===== src/hw/rtl/hcpp_pkg.sv =====
// ----------------------------------------------------------------------------
// hcpp_pkg
// Shared types and constants of the circular histogram peak picker.
// ----------------------------------------------------------------------------
package hcpp_pkg;

   localparam int COUNT_W    = 16;
   localparam int SAMPLE_W   = 16;
   localparam int SCALE_W    = 24;
   localparam int WIDTH_W    = 16;
   localparam int LIMIT_W    = 3;
   localparam int BIN_OUT_W  = 8;
   localparam int POS_W      = 32;
   localparam int DIFF_W     = SAMPLE_W + 1;
   localparam int PROD_W     = DIFF_W + SCALE_W + 1;
   localparam int FRAC_W     = 24;
   localparam int CSR_ADDR_W = 2;
   localparam int CSR_DATA_W = 24;

   localparam logic [SAMPLE_W-1:0] MIN_VALUE_RST  = 16'hCDBC;  // -12868
   localparam logic [SCALE_W-1:0]  BIN_SCALE_RST  = 24'd10680707;
   localparam logic [WIDTH_W-1:0]  BIN_WIDTH_RST  = 16'd100;
   localparam logic [LIMIT_W-1:0]  PEAK_LIMIT_RST = 3'd4;

   typedef enum logic [CSR_ADDR_W-1:0] {
      CSR_MIN_VALUE  = 2'd0,
      CSR_BIN_SCALE  = 2'd1,
      CSR_BIN_WIDTH  = 2'd2,
      CSR_PEAK_LIMIT = 2'd3
   } csr_index_type;

   typedef enum logic [0:0] {
      MODE_ACCUM  = 1'b0,
      MODE_FINISH = 1'b1
   } mode_type;

   typedef enum logic [2:0] {
      ST_CLEAR,
      ST_IDLE,
      ST_ACC_MUL,
      ST_ACC_RD,
      ST_ACC_WR,
      ST_SCAN,
      ST_DRAIN,
      ST_EMIT
   } state_type;

   typedef struct packed {
      logic capture;
      logic acc_mul;
      logic acc_rd;
      logic acc_wr;
      logic clr_init;
      logic clr_wr;
      logic scan_init;
      logic scan_rd;
      logic emit;
   } cmd_type;

   typedef struct packed {
      logic clr_last;
      logic scan_last;
      logic pipe_busy;
      logic emit_more;
   } status_type;

endpackage


===== src/hw/rtl/hcpp_ctrl.sv =====
// ----------------------------------------------------------------------------
// hcpp_ctrl
// Sequencer: clear sweep, accumulate read-modify-write, scan, drain, emit.
// ----------------------------------------------------------------------------
module hcpp_ctrl (
   input  logic                clock,
   input  logic                reset,
   input  logic                start,
   input  logic                req_mode,
   output logic                busy,
   output hcpp_pkg::cmd_type    cmd,
   input  hcpp_pkg::status_type status
);

   hcpp_pkg::state_type state_ff;
   hcpp_pkg::state_type state_in;

   always_ff @(posedge clock) begin
      if (reset) begin
         state_ff <= hcpp_pkg::ST_CLEAR;
      end else begin
         state_ff <= state_in;
      end
   end

   always_comb begin
      state_in = state_ff;
      cmd      = '0;
      busy     = 1'b1;
      case (state_ff)
         hcpp_pkg::ST_CLEAR: begin
            cmd.clr_wr = 1'b1;
            if (status.clr_last) begin
               state_in = hcpp_pkg::ST_IDLE;
            end
         end
         hcpp_pkg::ST_IDLE: begin
            busy = 1'b0;
            if (start) begin
               cmd.capture = 1'b1;
               if (req_mode == hcpp_pkg::MODE_FINISH) begin
                  cmd.scan_init = 1'b1;
                  state_in      = hcpp_pkg::ST_SCAN;
               end else begin
                  state_in = hcpp_pkg::ST_ACC_MUL;
               end
            end
         end
         hcpp_pkg::ST_ACC_MUL: begin
            cmd.acc_mul = 1'b1;
            state_in    = hcpp_pkg::ST_ACC_RD;
         end
         hcpp_pkg::ST_ACC_RD: begin
            cmd.acc_rd = 1'b1;
            state_in   = hcpp_pkg::ST_ACC_WR;
         end
         hcpp_pkg::ST_ACC_WR: begin
            cmd.acc_wr = 1'b1;
            state_in   = hcpp_pkg::ST_IDLE;
         end
         hcpp_pkg::ST_SCAN: begin
            cmd.scan_rd = 1'b1;
            if (status.scan_last) begin
               state_in = hcpp_pkg::ST_DRAIN;
            end
         end
         hcpp_pkg::ST_DRAIN: begin
            if (!status.pipe_busy) begin
               state_in = hcpp_pkg::ST_EMIT;
            end
         end
         hcpp_pkg::ST_EMIT: begin
            if (status.emit_more) begin
               cmd.emit = 1'b1;
            end else begin
               cmd.clr_init = 1'b1;
               state_in     = hcpp_pkg::ST_CLEAR;
            end
         end
         default: begin
            state_in = hcpp_pkg::ST_CLEAR;
         end
      endcase
   end

endmodule


===== config.mk =====
export PLATFORM = sky130hd
export DESIGN_NAME = hcpp_ctrl
export DESIGN_NICKNAME = d
export VERILOG_FILES = /design/src/hw/rtl/hcpp_pkg.sv /design/src/hw/rtl/hcpp_ctrl.sv
export SDC_FILE = /design/constraint.sdc
export NUM_CORES = 1
export LEC_CHECK = 0
export BUFFER_PORTS_ARGS = -buffer_cell sky130_fd_sc_hd__buf_2
export CAP_MARGIN = 20
export CORE_AREA = 2 2 39 41
export CTS_BUF_LIST = sky130_fd_sc_hd__clkbuf_8
export DETAILED_ROUTE_END_ITERATION = 10
export DIE_AREA = 0 0 41 43
export PLACE_DENSITY = 0.57
export SYNTH_ARGS = -nofsm -noshare
export SYNTH_HDL_FRONTEND = slang
export SYNTH_SLANG_ARGS = --single-unit
export TNS_END_PERCENT = 50

===== constraint.sdc =====
create_clock -name clock -period 1.65 [get_ports clock]
set_clock_uncertainty 0.1 [all_clocks]
set_input_delay 0.33 -clock clock [delete_from_list [all_inputs] [get_ports clock]]
set_output_delay 0.33 -clock clock [all_outputs]
set_load 0.05 [all_outputs]

==> summary.md, run 1 <==
• Critical Path Max Stage Delay: 410 ps
• routed wire length: 1087 µm
• initial detailed-routing violation count: 5
• flop-to-flop setup slack: 100 ps
• global-route wire length before repair: 1600 µm
• Int Power: 304.0 µW
• CTS tree: built
• peak supply drop: 0.3461 mV
• crit path setup slack, layout: -104.9 ps
• via count: 403
• filler-free cell count of the finished design: 81
• sequential cell area fraction in the yosys report: 20.25%
• CTS HTree Levels: 1
• count of different cell masters after synthesis: 24
• Buf+Inv Stages, Crit Path: 1
• Max-cap violations: 0
• Placer Congestion: 0.7599
• Mapped Nets: 45
• Sw Ratio: 33.16%
• leakage power figure: 0.2628 nW
• Top Registers: state_ff: 3 flops
• fraction of layout cells with a size suffix above 1: 70.77%
• die outline width: 41 µm
• most common flop cell mapped by yosys: sky130_fd_sc_hd__dfxtp_1
• launch point of the worst hold path: reset
• maximum clock rate: 569.8 MHz
• clk buf depth: 2
• Remaining Overflow, GRT: 0
• critical-path maximum fanout: 4
• arrival time at the worst endpoint: 1320 ps
• via count of the first global-routing pass: 358
• post-route fraction of the period consumed by the critical path: 106.4%
• Std-Cell Rows: 14
• area enclosed by the die boundary: 1763 µm²
• CTS Root Buffer Type: sky130_fd_sc_hd__clkbuf_8
• post-synthesis register bit count: 3
• Placed Cells incl. Taps: 74
• Detail Route Antenna Nets: 0
• crit path kind: reg2out
• Pwr per Cell Area: 765.2 nW/µm²
• cell taking the most area after synthesis: sky130_fd_sc_hd__dfxtp_1
• failing checks: negative setup slack
• synth warn: 0
• combinational cell fraction of total power: 36.2%
• pin count of the biggest net entering global routing: 8
• initial core utilization: 21.43%
• Final setup violation count: 2
• GRT Resource Usage Total: 13.43%
• average size of a mapped cell: 8.014 µm²
• number of top-level design ports: 18
• clock network power share: 46.0%
• Hold Violations, Final: 0
• Worst Hold Path Cells: 2
• slowest library cell on the worst path: sky130_fd_sc_hd__or3b_4
• startpoint kind of the worst setup timing path: flop
• initial antenna violation count: 0
• number of synthesized flops with an enable pin: 0
• number of sinks driven by the clock tree: 3
• endpoint required time on the critical path: 1220 ps
• max reg flops: 3
• main area contributors after synthesis: sky130_fd_sc_hd__dfxtp_1 (20%), sky130_fd_sc_hd__nor3_1 (8.4%), sky130_fd_sc_hd__buf_6 (7.6%)
• post-DR wirelength/cell: 13.42 µm
• most common library cell in the layout ignoring fill and taps: sky130_fd_sc_hd__buf_2
• count of cells along the worst register-to-register path: 6
• sequence of cells on the critical path: or3b_4, nor2_4, and2_4, buf_8
• final antenna diode count: 0
• standard cell core area: 1384 µm²
• share of synthesized flip-flops with an asynchronous set or reset: 0%
• TritonCTS buffer count: 3
• dpl hpwl: 671.4 µm
• run status: complete, but fails checks
• crit end category: output port
• chip height: 43 µm
• number of nets in the layout: 74
• RSZ-0062 raised after global routing: true
• mapped cell area: 296.5 µm²
• CTS clk-pin slew, worst paths: 30 ps
• Reg power frac: 17.8%
• worst slack after detailed placement: 10.26 ps
• area share of the largest cell type after synthesis: 20.25%
• Reg-to-Reg End: state_ff[0]
• max-slew violation count: 0
• register bank with the most flops: state_ff
• hold buffer count at CTS: 0
• final critical-path required period: 1755 ps
• number of vias per cell after detailed routing: 4.975
• DRC violations left: 0
• relative max-transition margin: 75.17%
• insertion delay of the later-clocked pin in the worst-skew pair: 220 ps
• drt pass-1 iters: 4
• Tightest Hold Check Type: in2reg
• commonest non-fill, non-tap cells in the layout: sky130_fd_sc_hd__buf_2 (10), sky130_fd_sc_hd__buf_4 (9), sky130_fd_sc_hd__buf_6 (5)
• layout overhead on the synthesized area: 100.4%
• kind of cell with the highest combined delay on the critical path: simple AND/OR/NAND/NOR gates
• Hold Path End: state_ff[1]
• Switching Power: 150.8 µW
• synthesized netlist cell count: 37
• worst reg2reg startpoint: state_ff[0]
• Least-Margin Pin Slew: 371.6 ps
• count of buffers from port buffering: 17
## layer usage
metal | share of wire, % | wire [µm] | GRT usage [%] | vias up
li1 | - | - | - | 194
met1 | 42 | 457 | 17.57 | 182
met2 | 45 | 485 | 19.69 | 21
met3 | 5.6 | 61 | 0 | 6
met4 | 7.5 | 82 | 10.67 | 0
met5 | 0 | 0 | 0 | -
## Yosys cell counts (all sizes together), types with 2 or more instances
library cell / instances
dfxtp: 3
nand3: 2
a21oi: 3
inv: 4
nor3: 5
buf: 3
nor2: 2
## power groups by stage
stage | registers, mW | clock network, mW | logic, mW
floorplan | 0.0821 | 0 | 0.101
global placement | 0.0816 | 0 | 0.136
detailed placement | 0.0821 | 0 | 0.136
CTS | 0.0820 | 0.214 | 0.156
global route | 0.0813 | 0.220 | 0.172
finish | 0.0809 | 0.209 | 0.164
## per-stage QoR
step | total power, mW | cell area, µm² | hold slack [ps] | TNS, ps | utilization (%)
final | 0.4548 | 594.3 | 221.4 | -193.2 | 42.95
after global routing | 0.4741 | 594.3 | 222.1 | -299.8 | 42.95
after CTS | 0.4516 | 550.5 | 206.0 | -194.7 | 39.78
after detailed placement | 0.2179 | 445.4 | 433.4 | 0 | 32.19
after global placement | 0.2176 | 445.4 | 431.0 | 0 | 32.19
after floorplan | 0.1827 | 315.3 | 287.3 | -2348 | -
## worst max path at each step
stage,to,cells after the start,start
finish,cmd[2],4,state_ff[1]
global route,cmd[2],4,state_ff[1]
CTS,cmd[2],4,state_ff[2]
global placement,cmd[2],4,state_ff[1]
detailed placement,cmd[2],4,state_ff[1]
floorplan,cmd[3],2,state_ff[2]
## area by class of cell
cell class	instances	area, µm²
Clock buffer	3	41.29
Clock inverter	1	3.754
Fill cell	133	789.5
Inverter	4	15.01
Sequential cell	3	66.31
Timing Repair Buffer	27	216.5
Tap cell	16	20.02
Multi-Input combinational cell	27	231.5
## repair_timing
item,CTS,global route
endpoints found under the setup margin,7,8
setup buffers,3,0
gates resized for setup,10,13
pin swaps,3,2
## cell families after synthesis
logic type / count (synthesis) / share of synthesized area, %
buffers and inverters: 7 / 14.34
AO/OA/AOI/OAI: 10 / 28.69
AND/OR/NAND/NOR: 15 / 28.27
flip-flops: 3 / 20.25
multiplexers: 2 / 8.437
Power figures use the tool's default switching activity.
==> run 2, diff against run 1 <==
--- a/config.mk
+++ b/config.mk
@@ -12,6 +12,7 @@
 export DETAILED_ROUTE_END_ITERATION = 10
 export DIE_AREA = 0 0 41 43
 export PLACE_DENSITY = 0.57
+export SETUP_SLACK_MARGIN = 0.02
 export SYNTH_ARGS = -nofsm -noshare
 export SYNTH_HDL_FRONTEND = slang
 export SYNTH_SLANG_ARGS = --single-unit
==> run 2 against run 1 <==
Net effect:
- the flow still finishes with violations (negative setup slack)
- wire length is 4.1% higher
- final area is 4.6% higher
- fmax hardly changed
- sequential power hardly changed
- clock power hardly changed
- global-route usage stayed put
- power is 2.0% higher
- critical endpoint unchanged
==> summary.md, run 2 (synthesis gave the netlist of run 1 again) <==
• Placer Congestion: 0.7599, unchanged
• initial core utilization: 21.43%, unchanged
• initial detailed-routing violation count: 4, -1
• Sw Ratio: 33.79%, +0.63 points
• number of vias per cell after detailed routing: 4.889, -1.7%
• endpoint required time on the critical path: 1220 ps, about the same
• post-DR wirelength/cell: 13.98 µm, +4.1%
• number of top-level design ports: 18, unchanged
• Critical Path Max Stage Delay: 410 ps, about the same
• run status: complete, but fails checks
• Int Power: 307.1 µW, +1.0%
• max-slew violation count: 0, unchanged
• crit path kind: reg2out
• area enclosed by the die boundary: 1763 µm², unchanged
• Worst Hold Path Cells: 2, unchanged
• Max-cap violations: 0, unchanged
• maximum clock rate: 569.6 MHz, about the same
• flop-to-flop setup slack: 80 ps, -20 ps
• clock network power share: 45.5%, -0.5 points
• crit path setup slack, layout: -105.7 ps, -0.8440 ps
• CTS clk-pin slew, worst paths: 30 ps, about the same
• Post-Route Setup TNS: -194.9 ps, -1.687 ps
• Tightest Hold Check Type: in2reg
• via count: 396, -1.7%
• Pwr per Cell Area: 745.8 nW/µm², -2.5%
• routed wire length: 1132 µm, +4.1%
• Detail Route Antenna Nets: 0, unchanged
• final critical-path required period: 1756 ps, +0.8440 ps
• number of nets in the layout: 74, unchanged
• post-route fraction of the period consumed by the critical path: 106.4%, about the same
• via count of the first global-routing pass: 358, unchanged
• sequence of cells on the critical path: or3b_4, nor2_4, and2_4, buf_8
• standard cell core area: 1384 µm², unchanged
• failing checks: negative setup slack
• Hold Violations, Final: 0, unchanged
• Std-Cell Rows: 14, unchanged
• clk buf depth: 2, unchanged
• die outline width: 41 µm, unchanged
• global-route wire length before repair: 1600 µm, unchanged
• crit end category: output port
• relative max-transition margin: 74.29%, -0.88 points
• startpoint kind of the worst setup timing path: flop
• CTS tree: built
• Remaining Overflow, GRT: 0, unchanged
• register bank with the most flops: state_ff
• layout overhead on the synthesized area: 109.7%
• final core occ: 44.94%, +2.0 points
• Switching Power: 156.7 µW, +3.9%
• peak supply drop: 0.3500 mV, +1.1%
• CTS HTree Levels: 1, unchanged
• initial antenna violation count: 0, unchanged
• TritonCTS buffer count: 3, unchanged
• Final setup violation count: 2, unchanged
• commonest non-fill, non-tap cells in the layout: sky130_fd_sc_hd__buf_2 (9), sky130_fd_sc_hd__buf_4 (9), sky130_fd_sc_hd__buf_6 (6)
• combinational cell fraction of total power: 37.0%, +0.8 points
• max reg flops: 3, unchanged
• drt pass-1 iters: 4, unchanged
• pin count of the biggest net entering global routing: 8, unchanged
• Least-Margin Pin Slew: 384.7 ps, +13.14 ps
• DRC violations left: 0, unchanged
• count of cells along the worst register-to-register path: 6, unchanged
• critical-path maximum fanout: 4, unchanged
• final antenna diode count: 0, unchanged
• slowest library cell on the worst path: sky130_fd_sc_hd__or3b_4
• chip height: 43 µm, unchanged
• RSZ-0062 raised after global routing: true
• CTS Root Buffer Type: sky130_fd_sc_hd__clkbuf_8
• number of sinks driven by the clock tree: 3, unchanged
• fraction of layout cells with a size suffix above 1: 75.38%, +4.6 points
• arrival time at the worst endpoint: 1330 ps, about the same
• dpl hpwl: 671.4 µm, unchanged
• count of buffers from port buffering: 17, unchanged
• Reg power frac: 17.4%, -0.4 points
• insertion delay of the later-clocked pin in the worst-skew pair: 220 ps, about the same
• Top Registers: state_ff: 3 flops
• GRT Resource Usage Total: 13.43%, unchanged
• leakage power figure: 0.2643 nW, +0.57%
run 2: cell counts in the layout (fill, tap and decap cells not counted):
Identical to the previous run, type by type.
run 2: stage by stage:
step / area (µm²) / worst slack (ps) / power, mW / cells / hold WS (ps)
6_report: 621.8 / -105.7 / 0.4638 / 81 / 211.3
5_1_grt: 621.8 / -132.3 / 0.4823 / 81 / 222.1
4_1_cts: 565.5 / -105.5 / 0.4552 / 81 / 206.0
3_5_place_dp: 445.4 / 10.26 / 0.2179 / 74 / 433.4
3_3_place_gp: 445.4 / 30.65 / 0.2176 / 74 / 431.0
2_1_floorplan: 315.3 / -354.0 / 0.1827 / 37 / 287.3
run 2: cell type report:
type	count	area (µm²)
fillers	131	762.0
multi-input cells	27	252.7
repair buffers	27	222.7
flip-flops and latches	3	66.31
clock buffers	3	41.29
well taps	16	20.02
inverters	4	15.01
clock inverters	1	3.754
run 2: layer usage:
metal / track usage [%] / share of wire [%] / vias to the layer above
li1: - / - / 194
met1: 17.57 / 39 / 177
met2: 19.69 / 48 / 19
met3: 0 / 5.6 / 6
met4: 10.67 / 7.2 / 0
met5: 0 / 0 / -
run 2: what timing repair did:
item / 4_1_cts / 5_1_grt
setup buffers: 3 / 0
pin swaps: 3 / 1
hold buffers: 0 / 0
resized for setup: 14 / 15
setup endpoints to repair: 8 / 9
run 2: final timing paths:
| kind | startpoint | endpoint |
|---|---|---|
| worst max-delay path | state_ff[1] | cmd[2] |
| worst min-delay path | reset | state_ff[1] |
| worst max register to register | state_ff[0] | state_ff[0] |
| worst min register to register | state_ff[1] | state_ff[1] |
run 2: power groups by stage:
| stage | logic, mW | clock network, mW | registers [mW] |
|---|---|---|---|
| floorplan | 0.101 | 0 | 0.0821 |
| global placement | 0.136 | 0 | 0.0816 |
| detailed placement | 0.136 | 0 | 0.0821 |
| CTS | 0.159 | 0.214 | 0.0820 |
| global route | 0.181 | 0.220 | 0.0814 |
| finish | 0.172 | 0.211 | 0.0809 |
run 2: critical path, delay by kind of cell (launching register included):
| kind | cells | cell delay (ps) |
|---|---|---|
| buffers and inverters | 1 | 130 |
| and+or+nand+nor | 3 | 640 |
| DFF | 1 | 330 |
==> run 3, diff against run 2 <==
==> constraint.sdc (replaced) <==
create_clock -name clock -period 1.7 [get_ports clock]
set_clock_uncertainty 0.1 [all_clocks]
set_input_delay 0.34 -clock clock [delete_from_list [all_inputs] [get_ports clock]]
set_output_delay 0.34 -clock clock [all_outputs]
set_load 0.05 [all_outputs]
==> run 3 against run 2 <==
Net effect:
- the flow still finishes with violations (negative setup slack)
- via count is 7.6% lower
- count of clock-buffer cells in the layout unchanged
- first-iteration DRC count increased by 50%
- critical path type unchanged
- largest cell class unchanged
==> summary.md, run 3 (synthesis gave the netlist of run 1 again) <==
• number of sinks driven by the clock tree: 3, unchanged
• Final setup violation count: 2, unchanged
• number of vias per cell after detailed routing: 4.880, -0.18%
• crit path setup slack, layout: -53.43 ps, +52.29 ps
• Tightest Hold Check Type: in2reg
• Placer Congestion: 0.7747, +1.9%
• final critical-path required period: 1753 ps
• Critical Path Max Stage Delay: 410 ps, about the same
• CTS HTree Levels: 1, unchanged
• chip height: 43 µm, unchanged
• initial core utilization: 21.43%, unchanged
• clock network power share: 49.7%, +4.2 points
• Sw Ratio: 33.75%, -0.037 points
• Buf+Inv Stages, Crit Path: 1, unchanged
• routed wire length: 937 µm, -17%
• GRT Resource Usage Total: 12.25%, -1.2 points
• crit end category: output port
• standard cell core area: 1384 µm², unchanged
• Reg power frac: 19.0%, +1.6 points
• failing checks: negative setup slack
• max-slew violation count: 0, unchanged
• max reg flops: 3, unchanged
• FILL cells: 138, +5.3%
• Switching Power: 140.7 µW, -10%
• global-route wire length before repair: 1338 µm, -16%
• Max-cap violations: 0, unchanged
• post-route fraction of the period consumed by the critical path: 103.1%
• Std-Cell Rows: 14, unchanged
• area enclosed by the die boundary: 1763 µm², unchanged
• peak supply drop: 0.2956 mV, -16%
• die outline width: 41 µm, unchanged
• leakage power figure: 0.2232 nW, -16%
• Pwr per Cell Area: 831.0 nW/µm², +11%
• maximum clock rate: 570.3 MHz
• initial antenna violation count: 0, unchanged
• clk buf depth: 2, unchanged
• count of buffers from port buffering: 17, unchanged
• number of nets in the layout: 68, -8.1%
• Detail Route Antenna Nets: 0, unchanged
• Top Registers: state_ff: 3 flops
• CTS tree: built
• number of top-level design ports: 18, unchanged
• register bank with the most flops: state_ff
• CTS clk-pin slew, worst paths: 30 ps, about the same
• combinational cell fraction of total power: 31.3%, -5.7 points
• most common library cell in the layout ignoring fill and taps: sky130_fd_sc_hd__buf_2
• via count of the first global-routing pass: 324, -9.5%
• fraction of layout cells with a size suffix above 1: 59.32%, -16 points
• RSZ-0062 raised after global routing: true
• post-DR wirelength/cell: 12.49 µm, -11%
• Hold Violations, Final: 0, unchanged
• arrival time at the worst endpoint: 1310 ps, -20 ps
• DRC violations left: 0, unchanged
• layout overhead on the synthesized area: 69.20%
• relative max-transition margin: 73.54%, -0.75 points
• sequence of cells on the critical path: or3b_4, nor2_4, and2_4, buf_8
• hold_ws: 217.9 ps, +6.679 ps
• critical-path maximum fanout: 4, unchanged
• insertion delay of the later-clocked pin in the worst-skew pair: 220 ps, about the same
• Remaining Overflow, GRT: 0, unchanged
• endpoint required time on the critical path: 1260 ps, +40 ps
• flop-to-flop setup slack: 300 ps, +220 ps
• crit path kind: reg2out
• dpl hpwl: 636.9 µm, -5.1%
• CTS Root Buffer Type: sky130_fd_sc_hd__clkbuf_8
• initial detailed-routing violation count: 6, +2
• drt pass-1 iters: 3, -1
• slowest library cell on the worst path: sky130_fd_sc_hd__or3b_4
• kind of cell with the highest combined delay on the critical path: simple AND/OR/NAND/NOR gates
• TritonCTS buffer count: 3, unchanged
• Int Power: 276.2 µW, -10%
• via count: 366, -7.6%
• final core occ: 36.26%, -8.7 points
• Least-Margin Pin Slew: 395.9 ps, +11.22 ps
• Final Power: 416.9 µW, -10%
• commonest non-fill, non-tap cells in the layout: sky130_fd_sc_hd__buf_2 (12), sky130_fd_sc_hd__buf_4 (6), sky130_fd_sc_hd__inv_1 (5), sky130_fd_sc_hd__nor3_1 (5)
• run status: complete, but fails checks
• startpoint kind of the worst setup timing path: flop
• final antenna diode count: 0, unchanged
• pin count of the biggest net entering global routing: 11, +3
==> run 3: layout make-up <==
type | count | area (µm²) | share of cell area [%]
clock buffer | 3 | 41.29 | 8.229
clock inverter | 1 | 3.754 | 0.7481
inverter | 4 | 15.01 | 2.993
multi-input combinational | 27 | 219.0 | 43.64
sequential | 3 | 63.81 | 12.72
tap | 16 | 20.02 | 3.990
timing repair buffer | 21 | 138.9 | 27.68
==> run 3: per-layer routing <==
layer,track usage [%],wire (µm)
met1,15.11,380
met2,14.69,443
met3,2.094,60
met4,16.00,53
met5,0,0
==> run 3: worst register-to-register path: cells and delay by family (launching register included) <==
family / cells / cell delay [ps]
flops: 1 / 360
mux: 1 / 340
buf+inv: 1 / 170
compound gates: 2 / 310
==> run 3: stage by stage <==
stage | worst slack [ps] | instances | cell area (µm²) | setup TNS [ps]
floorplan | -314.0 | 37 | 315.3 | -1978
global placement | 56.76 | 70 | 415.4 | 0
detailed placement | 38.92 | 70 | 415.4 | 0
CTS | -58.22 | 74 | 474.2 | -98.90
global route | -99.64 | 75 | 501.7 | -180.4
finish | -53.43 | 75 | 501.7 | -87.88
==> run 3: power groups by stage <==
stage,logic [mW],clock network (mW),registers [mW]
final,0.130,0.207,0.0794
after global routing,0.139,0.211,0.0799
after CTS,0.127,0.206,0.0794
after detailed placement,0.124,0,0.0801
after global placement,0.125,0,0.0800
after floorplan,0.0977,0,0.0797
==> run 3: repair_timing <==
item,in CTS,in global routing
hold buffers,0,0
setup buffers,0,1
endpoints found under the setup margin,3,6
pin swaps,3,1
gates resized for setup,5,7
==> run 3: worst paths after layout <==
| kind | depth (start not counted) | endpoint | from |
|---|---|---|---|
| max reg2reg | 4 | state_ff[1] | state_ff[1] |
| min | 2 | state_ff[1] | reset |
| max | 4 | cmd[2] | state_ff[2] |
| min reg2reg | 3 | state_ff[0] | state_ff[1] |
